`src/sti_pkg.sv`:
```
// Shared constants, codes and types for the sorted table with insert and search.
`timescale 1ns / 1ps

package sti_pkg;

    // Default sizes handed to the top-level parameters
    localparam int CAPACITY_DEF  = 64;
    localparam int KEY_BITS_DEF  = 64;
    localparam int DATA_BITS_DEF = 32;

    // Fixed port field widths
    localparam int MODE_W   = 2;
    localparam int KEY_W    = 64;
    localparam int ENTRY_W  = 32;
    localparam int POS_W    = 7;
    localparam int STATUS_W = 2;

    // Operation codes
    localparam logic [MODE_W-1:0] MODE_LOOKUP = 2'd0;
    localparam logic [MODE_W-1:0] MODE_INSERT = 2'd1;
    localparam logic [MODE_W-1:0] MODE_CLEAR  = 2'd2;

    // Result status codes
    localparam logic [STATUS_W-1:0] STATUS_OK   = 2'd0;
    localparam logic [STATUS_W-1:0] STATUS_DUP  = 2'd1;
    localparam logic [STATUS_W-1:0] STATUS_FULL = 2'd2;

    // Command broadcast from the sequencer to every cell
    typedef struct packed {
        logic capture;  // compare stored key with the search key, load scan stage
        logic scan;     // move scan stage one cell toward the head
        logic insert;   // shift entries at and above the insertion point up by one
    } t_cell_cmd;

endpackage

```
`src/sti_cell.sv`:
```
// One table cell: holds one key/data entry plus a scan stage passed toward the head.
`timescale 1ns / 1ps

module sti_cell #(
    parameter int KEY_BITS  = sti_pkg::KEY_BITS_DEF,
    parameter int DATA_BITS = sti_pkg::DATA_BITS_DEF
) (
    input  logic                  i_clk,
    input  sti_pkg::t_cell_cmd    i_cmd,
    input  logic                  i_valid,
    input  logic [KEY_BITS-1:0]   i_key,
    input  logic [DATA_BITS-1:0]  i_data,
    input  logic                  i_prev_lt,
    input  logic [KEY_BITS-1:0]   i_prev_key,
    input  logic [DATA_BITS-1:0]  i_prev_data,
    input  logic                  i_next_scan_lt,
    input  logic                  i_next_scan_eq,
    input  logic [DATA_BITS-1:0]  i_next_scan_data,
    output logic                  o_lt,
    output logic [KEY_BITS-1:0]   o_key,
    output logic [DATA_BITS-1:0]  o_data,
    output logic                  o_scan_lt,
    output logic                  o_scan_eq,
    output logic [DATA_BITS-1:0]  o_scan_data
);

    logic [KEY_BITS-1:0]  r_key;
    logic [DATA_BITS-1:0] r_data;
    logic                 r_lt;
    logic                 r_scan_lt;
    logic                 r_scan_eq;
    logic [DATA_BITS-1:0] r_scan_data;
    logic                 n_lt;
    logic                 n_eq;

    // Compare stored key against the broadcast search key
    assign n_lt = i_valid && (r_key < i_key);
    assign n_eq = i_valid && (r_key == i_key);

    // Hold the entry; on insert, take the new entry at the boundary or the lower neighbor's
    always_ff @(posedge i_clk) begin
        if (i_cmd.insert && !r_lt) begin
            r_key  <= i_prev_lt ? i_key  : i_prev_key;
            r_data <= i_prev_lt ? i_data : i_prev_data;
        end
    end

    // Load the scan stage on capture, advance it toward the head on scan
    always_ff @(posedge i_clk) begin
        if (i_cmd.capture) begin
            r_lt        <= n_lt;
            r_scan_lt   <= n_lt;
            r_scan_eq   <= n_eq;
            r_scan_data <= r_data;
        end else if (i_cmd.scan) begin
            r_scan_lt   <= i_next_scan_lt;
            r_scan_eq   <= i_next_scan_eq;
            r_scan_data <= i_next_scan_data;
        end
    end

    assign o_lt        = r_lt;
    assign o_key       = r_key;
    assign o_data      = r_data;
    assign o_scan_lt   = r_scan_lt;
    assign o_scan_eq   = r_scan_eq;
    assign o_scan_data = r_scan_data;

endmodule

```
`config.mk`:
```
export PLATFORM = sky130hd
export DESIGN_NAME = sti_cell
export DESIGN_NICKNAME = d
export VERILOG_FILES = /design/src/sti_pkg.sv /design/src/sti_cell.sv
export SDC_FILE = /design/constraint.sdc
export NUM_CORES = 1
export LEC_CHECK = 0
export BUFFER_PORTS_ARGS = -buffer_cell sky130_fd_sc_hd__buf_2
export CAP_MARGIN = 20
export CORE_AREA = 2 2 129 194
export DETAILED_ROUTE_END_ITERATION = 8
export DIE_AREA = 0 0 131 196
export SETUP_SLACK_MARGIN = 0.05
export SLEW_MARGIN = 20
export SYNTH_ARGS = -nofsm -noshare
export SYNTH_HDL_FRONTEND = slang
export SYNTH_SLANG_ARGS = --single-unit
export TNS_END_PERCENT = 100
```
`constraint.sdc`:
```
create_clock -name i_clk -period 8.55 [get_ports i_clk]
set_input_delay 0.4275 -clock i_clk [delete_from_list [all_inputs] [get_ports i_clk]]
set_output_delay 0.4275 -clock i_clk [all_outputs]
set_load 0.005 [all_outputs]
```
==> results of run 1 <==
-- flip-flops by register name, summed over array words and instances (netlist names) --
name	count
o_data	32
o_scan_lt	1
o_lt	1
o_scan_data	32
o_scan_eq	1
o_key	64
-- final cells by class --
| type | count | area, sq um | share of cell area |
|---|---|---|---|
| clock buffers | 19 | 432.9 | 0.04373 |
| flip-flops and latches | 131 | 3934 | 0.3974 |
| multi-input cells | 295 | 2865 | 0.2894 |
| inverters | 67 | 251.5 | 0.02540 |
| well taps | 324 | 405.4 | 0.04095 |
| repair buffers | 366 | 1844 | 0.1863 |
| clock inverters | 12 | 163.9 | 0.01656 |
| diodes | 1 | 2.502 | 0.0002528 |
-- per-stage QoR --
stage,hold WS [ns],util,area (sq um),setup WS (ns)
after floorplan,0.5400,-,7104,3.339
after global placement,0.5531,0.3861,9300,5.711
after detailed placement,0.5580,0.3861,9300,5.698
after CTS,0.2700,0.4109,9897,5.817
after global routing,0.2791,0.4110,9899,5.767
final,0.3021,0.4110,9899,5.939
-- cells in the final DEF, fill, tap and decap left out, drive strengths merged --
cell type / synthesis / routed
buf: 9 / 366
edfxtp: 131 / 131
mux2: 129 / 129
inv: 67 / 67
ha: 64 / 64
a21oi: 23 / 23
clkbuf: 6 / 19
nand4: 16 / 16
nand2: 13 / 13
nand3: 8 / 8
o21ai: 8 / 8
clkinv: 0 / 5
a21o: 4 / 4
nor2: 4 / 4
bufinv: 0 / 4
nor4: 4 / 4
and4: 3 / 3
a221oi: 3 / 3
clkinvlp: 0 / 3
o22ai: 2 / 2
nor2b: 2 / 2
diode: 0 / 1
or2: 1 / 1
a21boi: 1 / 1
and4bb: 1 / 1
o311a: 1 / 1
nand2b: 1 / 1
o211a: 1 / 1
a31oi: 1 / 1
a221o: 1 / 1
nor3: 1 / 1
a22o: 1 / 1
nand4b: 1 / 1
a2111o: 1 / 1
-- report_power, final --
part | leakage (nW) | internal [mW] | switching (mW) | total, mW
sequential | 1.26 | 0.765 | 0.0191 | 0.784
clock | 0.281 | 0.481 | 0.276 | 0.758
combinational | 3.02 | 0.139 | 0.127 | 0.266
-- metal layers --
metal	up-vias	wire length (microns)	global-route usage
met1	2549	7938	0.1728
met3	32	1411	0.04227
met4	0	612	0.07565
met2	234	11020	0.2905
met5	-	0	0
li1	2658	-	-
-- worst max-delay path, stage by stage (launching register included) --
cell	delay [ns]
edfxtp_1	0.41
ha_1	0.38
nand4_1	0.23
nor2_1	0.37
nand4_1	0.24
a31oi_1	0.35
nor4_2	0.11
mux2_2	0.27
-- kinds of logic (layout without fill, tap and decap cells) --
group | count (synthesis) | in the layout | share of synthesized area
flip-flops | 131 | 131 | 0.5537
multiplexers | 129 | 129 | 0.2045
buffers and inverters | 82 | 464 | 0.04403
adder cells (fa/ha/maj) | 64 | 64 | 0.1127
AND/OR/NAND/NOR | 55 | 55 | 0.04403
AO/OA/AOI/OAI | 47 | 47 | 0.04104
other | 0 | 1 | 0
-- path summary, 6_finish.rpt --
path / slack [ns] / end / depth (start not counted)
worst max register to register: 5.94 / o_scan_lt / 7
worst min-delay path: 0.30 / o_key[54] / 2
worst min register to register: 0.57 / o_scan_data[18] / 1
worst max-delay path: 5.94 / o_scan_lt / 7
==> qor.yml, run 1 <==
status:
  status: "finished, final reports clean"
clock_tree:
  cts_hold_buffers: 0
  htree_levels: 4
  post_cts_resized: 0
  clk_pin_slew_ns: 0.06
  cts_tree: "done"
  clock-sinks: 131
  numCtsBuffers: 17
  cts-root-buf: "clkbuf_16"
  clkLatencyLatePin_ns: 0.42
  post-cts-setup-buffers: 0
  cts_buffer_depth: 2
setup_path:
  worstPathMaxFanout: 5
  cp.arrival_ns: 2.79
  worstReg2RegStart: "o_key[61]"
  critPathKind: "reg -> reg"
  worst_setup_path_startpoint: "o_key[61]"
  end_kind: "flop"
  startpoint_type: "flop"
  crit_required_ns: 8.73
drt:
  drc: 0
  drt-total-wl_mm: 20.98
  dr_total_vias: 5473
  wire_per_inst_microns: 17.27
  drt_first_pass_iters: 4
  ant_nets: 0
  drt-initial-drc-count: 154
  vias_per_cell: 4.505
run:
  cap_violations: 0
finish:
  drive_gt1_frac: 0.5910
  final-instance-count-excl-fill: 1215
  nFillCells: 2345
  nets: 1174
  area_delta_synth_final_pct: 39.34
synth:
  synth_top_area_frac: 0.5537
  synth_seq_cells: 131
  yosys-top-cells-count: "131 x edfxtp_1, 129 x mux2_2, 67 x inv_1, 64 x ha_1, 22 x a21oi_1"
  synth.distinct_cells: 34
  synth_edf_count: 131
  synth_area_sq_um: 7104
  synth_flop_cell: "edfxtp_1"
  synthesis.nets: 804
  synth_area_leaders: "edfxtp_1 55%, mux2_2 20%, ha_1 11%, inv_1 3.5%, a21oi_1 1.5%"
  yosys_warnings: 0
  avgSynthCellArea_sq_um: 13.98
  ys_seq_area_frac: 0.5537
  netlist.top_cell.by_area: "edfxtp_1"
  async_flop_share: 0
  synth.most_common_cell: "edfxtp_1"
  postSynthCellCount: 508
power_and_ir_drop:
  power.total_mw: 1.808
  ir_drop_mv: 0.1238
  power.leakage_nw: 4.563
  powerDensity_nw_per_um2: 182.7
sta:
  fin_crit_ns: 2.611
  setup_viol: 0
  fin_crit_sh: 0.3054
  fin_skew_ns: 0.008473
  worstMarginPinSlew_ns: 0.8873
  fmax_mhz: 383.0
  hold_violations: 0
  rsz0062_at_grt: "no"
  fin_setup_tns_ns: 0
  slew_violations: 0
  relSlewSlack: 0.4085
floorplanning:
  initial_core_util: 0.2950
  rows: 70
  core_area_sq_um: 24090
  die_w_microns: 131
  die_h_microns: 196
  die_area_sq_um: 25680
  boundaryPins: 363
place:
  dpl.hpwl_mm: 16.50
  io_buffers: 362
  gp_congestion: 0.8085
  dpl.cell_count: 1183
grt:
  grt_pass1_vias: 5659
  grt_pass1_wl_mm: 30.59
  grt-ovfl-total: 0
  grt_usage: 0.1617
  grt_max_degree: 50
  antenna_found_initial: 1
hold_path:
  hp-start: "i_prev_key[54]"
  hold_class: "in -> reg"
(Power assumes the default switching activity.)
==> inputs of run 2 (changes only) <==
--- a/config.mk
+++ b/config.mk
@@ -5,11 +5,12 @@
 export SDC_FILE = /design/constraint.sdc
 export NUM_CORES = 1
 export LEC_CHECK = 0
+export ABC_AREA = 1
 export BUFFER_PORTS_ARGS = -buffer_cell sky130_fd_sc_hd__buf_2
 export CAP_MARGIN = 20
-export CORE_AREA = 2 2 129 194
+export CORE_AREA = 2 2 130 195
 export DETAILED_ROUTE_END_ITERATION = 8
-export DIE_AREA = 0 0 131 196
+export DIE_AREA = 0 0 132 197
 export SETUP_SLACK_MARGIN = 0.05
 export SLEW_MARGIN = 20
 export SYNTH_ARGS = -nofsm -noshare
==> constraint.sdc (replaced) <==
create_clock -name i_clk -period 2.3 [get_ports i_clk]
set_input_delay 0.115 -clock i_clk [delete_from_list [all_inputs] [get_ports i_clk]]
set_output_delay 0.115 -clock i_clk [all_outputs]
set_load 0.005 [all_outputs]
==> run 2 against run 1 <==
Routed wire length increased by 11%. First-iteration DRC count increased by 120%. Sequential cell count unchanged. Clock-buffer cell count decreased by 2. Utilization increased by 5.0 points. Final area increased by 13%. Clock skew increased by 0.0014 ns. Register-to-register slack got worse by 5.5 ns. Clock power increased to 3.7 times the previous value. Sequential power increased to 3.7 times the previous value. Critical path type unchanged. Critical endpoint unchanged.
==> qor.yml, run 2 <==
grt:
  grt_max_degree: 97  # +94%
  antenna_found_initial: 0  # -1
  grt_pass1_wl_mm: 35.10  # +15%
  grt-ovfl-total: 0  # unchanged
  grt_usage: 0.1762  # +0.01458
  grt_pass1_vias: 7048  # +25%
sta:
  setup_viol: 0  # unchanged
  rsz0062_at_grt: "no"
  slew_violations: 0  # unchanged
  fin_skew_ns: 0.009871  # +0.001398 ns
  fin_setup_tns_ns: 0  # unchanged
  hold_violations: 0  # unchanged
  relSlewSlack: 0.5915  # +0.1830
  setup_slack_ns: 0.3955  # -5.544 ns
  fmax_mhz: 525.1  # +37%
  worstMarginPinSlew_ns: 0.6128  # -0.2745 ns
  hold_slack_ns: 0.01606  # -0.2861 ns
  fin_crit_sh: 0.8280  # +0.5227
  fin_crit_ns: 1.904  # -0.7063 ns
synth:
  synth_area_leaders: "edfxtp_1 55%, ha_1 11%, nand2_1 9.1%, a21oi_1 6.1%, mux2_2 5.2%"
  yosys-top-cells-count: "174 x nand2_1, 131 x edfxtp_1, 87 x a21oi_1, 86 x inv_1, 79 x nor2_1"
  netlist.top_cell.by_area: "edfxtp_1"
  synthesis.nets: 1010  # +26%
  synth_seq_cells: 131  # unchanged
  yosys_warnings: 0  # unchanged
  synth_top_area_frac: 0.5497  # -0.003970
  async_flop_share: 0  # unchanged
  synth_flop_cell: "edfxtp_1"
  synth.most_common_cell: "nand2_1"
  postSynthCellCount: 714  # +41%
  synth_edf_count: 131  # unchanged
  synth_area_sq_um: 7156  # +0.72%
  avgSynthCellArea_sq_um: 10.02  # -28%
  ys_seq_area_frac: 0.5497  # -0.003970
  synth.distinct_cells: 26  # -24%
power_and_ir_drop:
  power.leakage_nw: 5.433  # +19%
  powerDensity_nw_per_um2: 619.8  # +240%
  ir_drop_mv: 0.4831  # +290%
hold_path:
  hold_class: "in -> reg"
place:
  gp_congestion: 0.8432  # +4.3%
  preCtsSetupSlack_ns: 0.4096  # -5.288 ns
  placed_area_sq_um: 9353  # +0.57%
  io_buffers: 362  # unchanged
  dpl.hpwl_mm: 16.86  # +2.2%
finish:
  nets: 1496  # +27%
  layout_commonest_cell: "buf_2"
  antennaDiodeCount: 0  # -1
  area_delta_synth_final_pct: 56.25
  largest_reg_flops: 64  # unchanged
  nFillCells: 2328  # -0.72%
  post-route-util: 0.4609  # +0.04984
  final_cell_mix: "361 x buf_2, 174 x nand2_1, 131 x edfxtp_1"
  drive_gt1_frac: 0.3677  # -0.2233
  postLayoutCellArea_sq_um: 11180  # +13%
drt:
  drc: 0  # unchanged
  ant_nets: 0  # unchanged
  dr_total_vias: 6769  # +24%
  drt_first_pass_iters: 4  # unchanged
  drt-total-wl_mm: 23.37  # +11%
  drt-initial-drc-count: 335  # +120%
  vias_per_cell: 4.404  # -2.2%
  wire_per_inst_microns: 15.21  # -12%
floorplanning:
  initial_core_util: 0.2949  # about the same
  boundaryPins: 363  # unchanged
  rows: 70  # unchanged
  die_h_microns: 197  # +0.51%
  die_w_microns: 132  # +0.76%
  core_area_sq_um: 24260  # +0.73%
  die_area_sq_um: 26000  # +1.3%
setup_path:
  crit_required_ns: 2.48  # -6.25 ns
  worstPathMaxFanout: 2  # -3
  critPathKind: "reg -> reg"
  end_kind: "flop"
  startpoint_type: "flop"
  cp.arrival_ns: 2.08  # -0.71 ns
clock_tree:
  cts_hold_buffers: 121  # +121
  post-cts-setup-buffers: 0  # unchanged
  clock-sinks: 131  # unchanged
  cts-root-buf: "clkbuf_16"
  clkLatencyLatePin_ns: 0.43  # about the same
  clk_pin_slew_ns: 0.06  # about the same
  cts_buffer_depth: 2  # unchanged
  htree_levels: 4  # unchanged
  cts_tree: "done"
  numCtsBuffers: 17  # unchanged
  post_cts_resized: 0  # unchanged
status:
  status: "finished, final reports clean"
run:
  cap_violations: 0  # unchanged
run 2: cell count changes in the layout (fill, tap and decap cells not counted), moves of 6 or more:
cell / previous run / this run
nand2_1: 13 / 174
dlygate4sd3_1: 0 / 122
mux2_2: 129 / 33
nor2_1: 4 / 78
a21oi_1: 22 / 87
inv_1: 67 / 86
nand4_1: 16 / 6
o21ai_0: 7 / 1
run 2: final timing paths:
path,slack (ns),cells past startpoint,startpoint,to
min reg2reg,0.54,2,o_data[9],o_scan_data[9]
max,0.40,10,o_key[31],o_scan_lt
min,0.02,3,i_prev_key[24],o_key[24]
max reg2reg,0.40,10,o_key[31],o_scan_lt
run 2: kinds of logic (layout without fill, tap and decap cells):
kind of cell,after synthesis,count (layout),synth area share
buf+inv,113,612,0.06225
fa+ha+maj,64,64,0.1119
flops,131,131,0.5497
mux,33,33,0.05193
compound gates,96,96,0.06924
simple gates,277,277,0.1549
run 2: per-layer routing:
metal / up-vias / track usage / wire length (microns)
met5: - / 0 / 0
met4: 0 / 0.1023 / 940
met3: 59 / 0.04913 / 1338
met2: 263 / 0.3314 / 12820
met1: 3073 / 0.1706 / 8278
li1: 3374 / - / -
run 2: through the flow:
step / std cells / total power [mW]
3_3_place_gp: 1383 / 3.981
5_1_grt: 1537 / 7.286
6_report: 1537 / 6.930
2_1_floorplan: 714 / 3.467
3_5_place_dp: 1383 / 4.000
4_1_cts: 1536 / 7.033
run 2: where the power goes:
part	switching (mW)	internal, mW
Combinational	0.590	0.621
Sequential	0.0697	2.84
Clock	1.10	1.71
run 2: worst max-delay path, stage by stage (launching register included):
cell and delay (ns):
edfxtp_1 0.39, ha_1 0.31, nand2_1 0.07, nor2_1 0.14
nand4_1 0.16, nor2_1 0.21, nand2_1 0.08, nand2_1 0.09
nand2_1 0.06, nand3_1 0.08, nand2_1 0.05
run 2: final cells by class:
type / count / area [sq um] / area share
inverters: 88 / 330.3 / 0.02954
clock inverters: 15 / 181.4 / 0.01623
flip-flops and latches: 131 / 3934 / 0.3518
multi-input cells: 470 / 2784 / 0.2490
well taps: 324 / 405.4 / 0.03626
repair buffers: 492 / 3120 / 0.2791
clock buffers: 17 / 425.4 / 0.03805
==> inputs of run 3 (changes only) <==
==> constraint.sdc (replaced) <==
create_clock -name i_clk -period 1.9 [get_ports i_clk]
set_input_delay 0.095 -clock i_clk [delete_from_list [all_inputs] [get_ports i_clk]]
set_output_delay 0.095 -clock i_clk [all_outputs]
set_load 0.005 [all_outputs]
==> run 3 against run 2 <==
Final area rose by 4.0%. Utilization rose by 1.8 points. Setup slack got worse by 0.36 ns. Critical path depth fell by 1. Largest power group is now the clock network. Register-to-register slack got worse by 0.36 ns. Non-clock buffer count rose by 32. Critical endpoint is now o_lt. Sequential power rose by 21%. Hold slack got worse by 0.0054 ns. Total power rose by 27%. Sequential share of layout area fell by 1.3 points. Combinational power rose by 27%. Sequential cell count did not move.
==> qor.yml, run 3 (synthesized netlist as in run 2, its figures left out) <==
setup_path:
  end_kind: "flop"
  startpoint_type: "flop"
  crit_path_cell_trace: "ha_1, nand2_1, nor2_2, nand4_1, nor2_2, nand2_1, nand2_1, nand2_1, and2_1"
  cpMostUsedCell: "nand2_1"
  critPathKind: "reg -> reg"
  cp.arrival_ns: 2.05  # -0.03 ns
  worstReg2RegStart: "o_key[31]"
  cpPeakStageDelay_ns: 0.39  # about the same
  r2r_cells: 9  # -1
  worst_path_max_delay_cell: "edfxtp_1"
  worst_setup_path_startpoint: "o_key[31]"
  crit_required_ns: 2.09  # -0.39 ns
  worstPathMaxFanout: 2  # unchanged
sta:
  slew_violations: 0  # unchanged
  fmax_mhz: 536.1  # +2.1%
  fin_crit_sh: 0.9818  # +0.1538
  worstMarginPinSlew_ns: 0.5341  # -0.07864 ns
  fin_skew_ns: 0.006886  # -0.002985 ns
  rsz0062_at_grt: "yes"
  relSlewSlack: 0.6439  # +0.05243
  setup_viol: 0  # unchanged
  fin_crit_ns: 1.865  # -0.03901 ns
  fin_setup_tns_ns: 0  # unchanged
  hold_violations: 0  # unchanged
clock_tree:
  cts_buffer_depth: 2  # unchanged
  htree_levels: 4  # unchanged
  clkLatencyLatePin_ns: 0.42  # about the same
  numCtsBuffers: 17  # unchanged
  cts-root-buf: "clkbuf_16"
  cts_tree: "done"
  clock-sinks: 131  # unchanged
  clk_pin_slew_ns: 0.06  # about the same
grt:
  grt-ovfl-total: 0  # unchanged
  grt_pass1_wl_mm: 35.04  # -0.18%
  grt_pass1_vias: 7051  # +0.043%
  grt_usage: 0.1749  # -0.001357
  antenna_found_initial: 0  # unchanged
  grt_max_degree: 55  # -43%
drt:
  ant_nets: 0  # unchanged
  drt_first_pass_iters: 5  # +1
  wire_per_inst_microns: 14.88  # -2.2%
  drc: 0  # unchanged
  drt-initial-drc-count: 252  # -25%
  vias_per_cell: 4.381  # -0.52%
  dr_total_vias: 6874  # +1.6%
  drt-total-wl_mm: 23.34  # -0.13%
hold_path:
  hold_class: "in -> reg"
  hold_depth: 3  # unchanged
  hp-start: "i_prev_key[48]"
power_and_ir_drop:
  p_seq_frac: 0.400  # -0.020
  power.total_mw: 8.813  # +27%
  p_sw_mw: 2.100  # +20%
  netSwitchingFraction: 0.2383  # -0.01489
  ir_drop_mv: 0.5871  # +22%
  power.leakage_nw: 5.608  # +3.2%
  p_clk_frac: 0.425  # +0.020
  p_int_mw: 6.712  # +30%
  power_frac_comb: 0.175  # about the same
  powerDensity_nw_per_um2: 758.1  # +22%
floorplanning:
  die_h_microns: 197  # unchanged
  die_w_microns: 132  # unchanged
  core_area_sq_um: 24260  # unchanged
  boundaryPins: 363  # unchanged
  die_area_sq_um: 26000  # unchanged
  initial_core_util: 0.2949  # unchanged
  rows: 70  # unchanged
place:
  io_buffers: 362  # unchanged
  gp_congestion: 0.8672  # +2.8%
  dpl.cell_count: 1386  # +0.22%
  dpl.hpwl_mm: 16.93  # +0.44%
run:
  cap_violations: 0  # unchanged
finish:
  drive_gt1_frac: 0.3695  # +0.001794
  nets: 1528  # +2.1%
  antennaDiodeCount: 0  # unchanged
  area_delta_synth_final_pct: 62.46
  post-route-util: 0.4792  # +0.01831
  largest_reg_flops: 64  # unchanged
  layout_commonest_cell: "buf_2"
  final_cell_mix: "361 x buf_2, 172 x nand2_1, 150 x dlygate4sd3_1"
  final-instance-count-excl-fill: 1569  # +2.1%
status:
  status: "finished, final reports clean"
==> run 3: cell count changes in the layout (fill, tap and decap cells not counted), moves of 3 or more <==
cell / delta
nor2_2: +4
dlygate4sd3_1: +28
bufinv_16: +3
nor2_1: -4
==> run 3: final timing paths <==
check,slack [ns],end
hold reg to reg,0.54,o_scan_data[15]
setup / recovery,0.03,o_lt
setup reg to reg,0.03,o_lt
hold / removal,0.01,o_key[48]
==> run 3: worst max-delay path, delay by kind of cell (launching register included) <==
kind,cells,cell delay (ns)
adders and majority gates,1,0.31
DFF,1,0.39
and+or+nand+nor,8,0.94
==> run 3: final cells by class <==
| cell class | count | area, sq um |
|---|---|---|
| fillers | 2262 | 12640 |
| flip-flops and latches | 131 | 3934 |
| repair buffers | 524 | 3456 |
| multi-input cells | 470 | 2836 |
| clock buffers | 18 | 429.2 |
| well taps | 324 | 405.4 |
| inverters | 88 | 330.3 |
| clock inverters | 14 | 234.0 |
==> run 3: power groups by stage <==
stage	combinational, mW	clock, mW	sequential [mW]
3_3_place_gp	1.25	0	3.57
6_report	1.54	3.74	3.53
5_1_grt	1.72	3.96	3.55
3_5_place_dp	1.26	0	3.58
2_1_floorplan	0.590	0	3.61
4_1_cts	1.54	3.85	3.52
==> run 3: repair_timing <==
item	CTS	global route
hold endpoints to repair	110	0
endpoints found under the setup margin	2	3
hold buffers	150	0
setup buffers	0	1
pin swaps	1	9
gates cloned	0	0
gates resized for setup	2	9
==> run 3: per-layer routing <==
layer	GRT usage	vias up	wire [microns]
li1	-	3442	-
met1	0.1752	3142	8564
met2	0.3362	248	12710
met3	0.04192	42	1340
met4	0.08213	0	730
met5	0	-	0
==> run 3: per-stage QoR <==
stage                     setup slack, ns  cell area (sq um)  hold WS [ns]
after floorplan                   -0.3850               7163        0.2075
after global placement            0.05112               9400        0.3584
after detailed placement          0.02254               9400        0.3643
after CTS                         0.05847              11570     0.0006880
after global routing             -0.07236              11620      0.004564
final                             0.03456              11620       0.01071
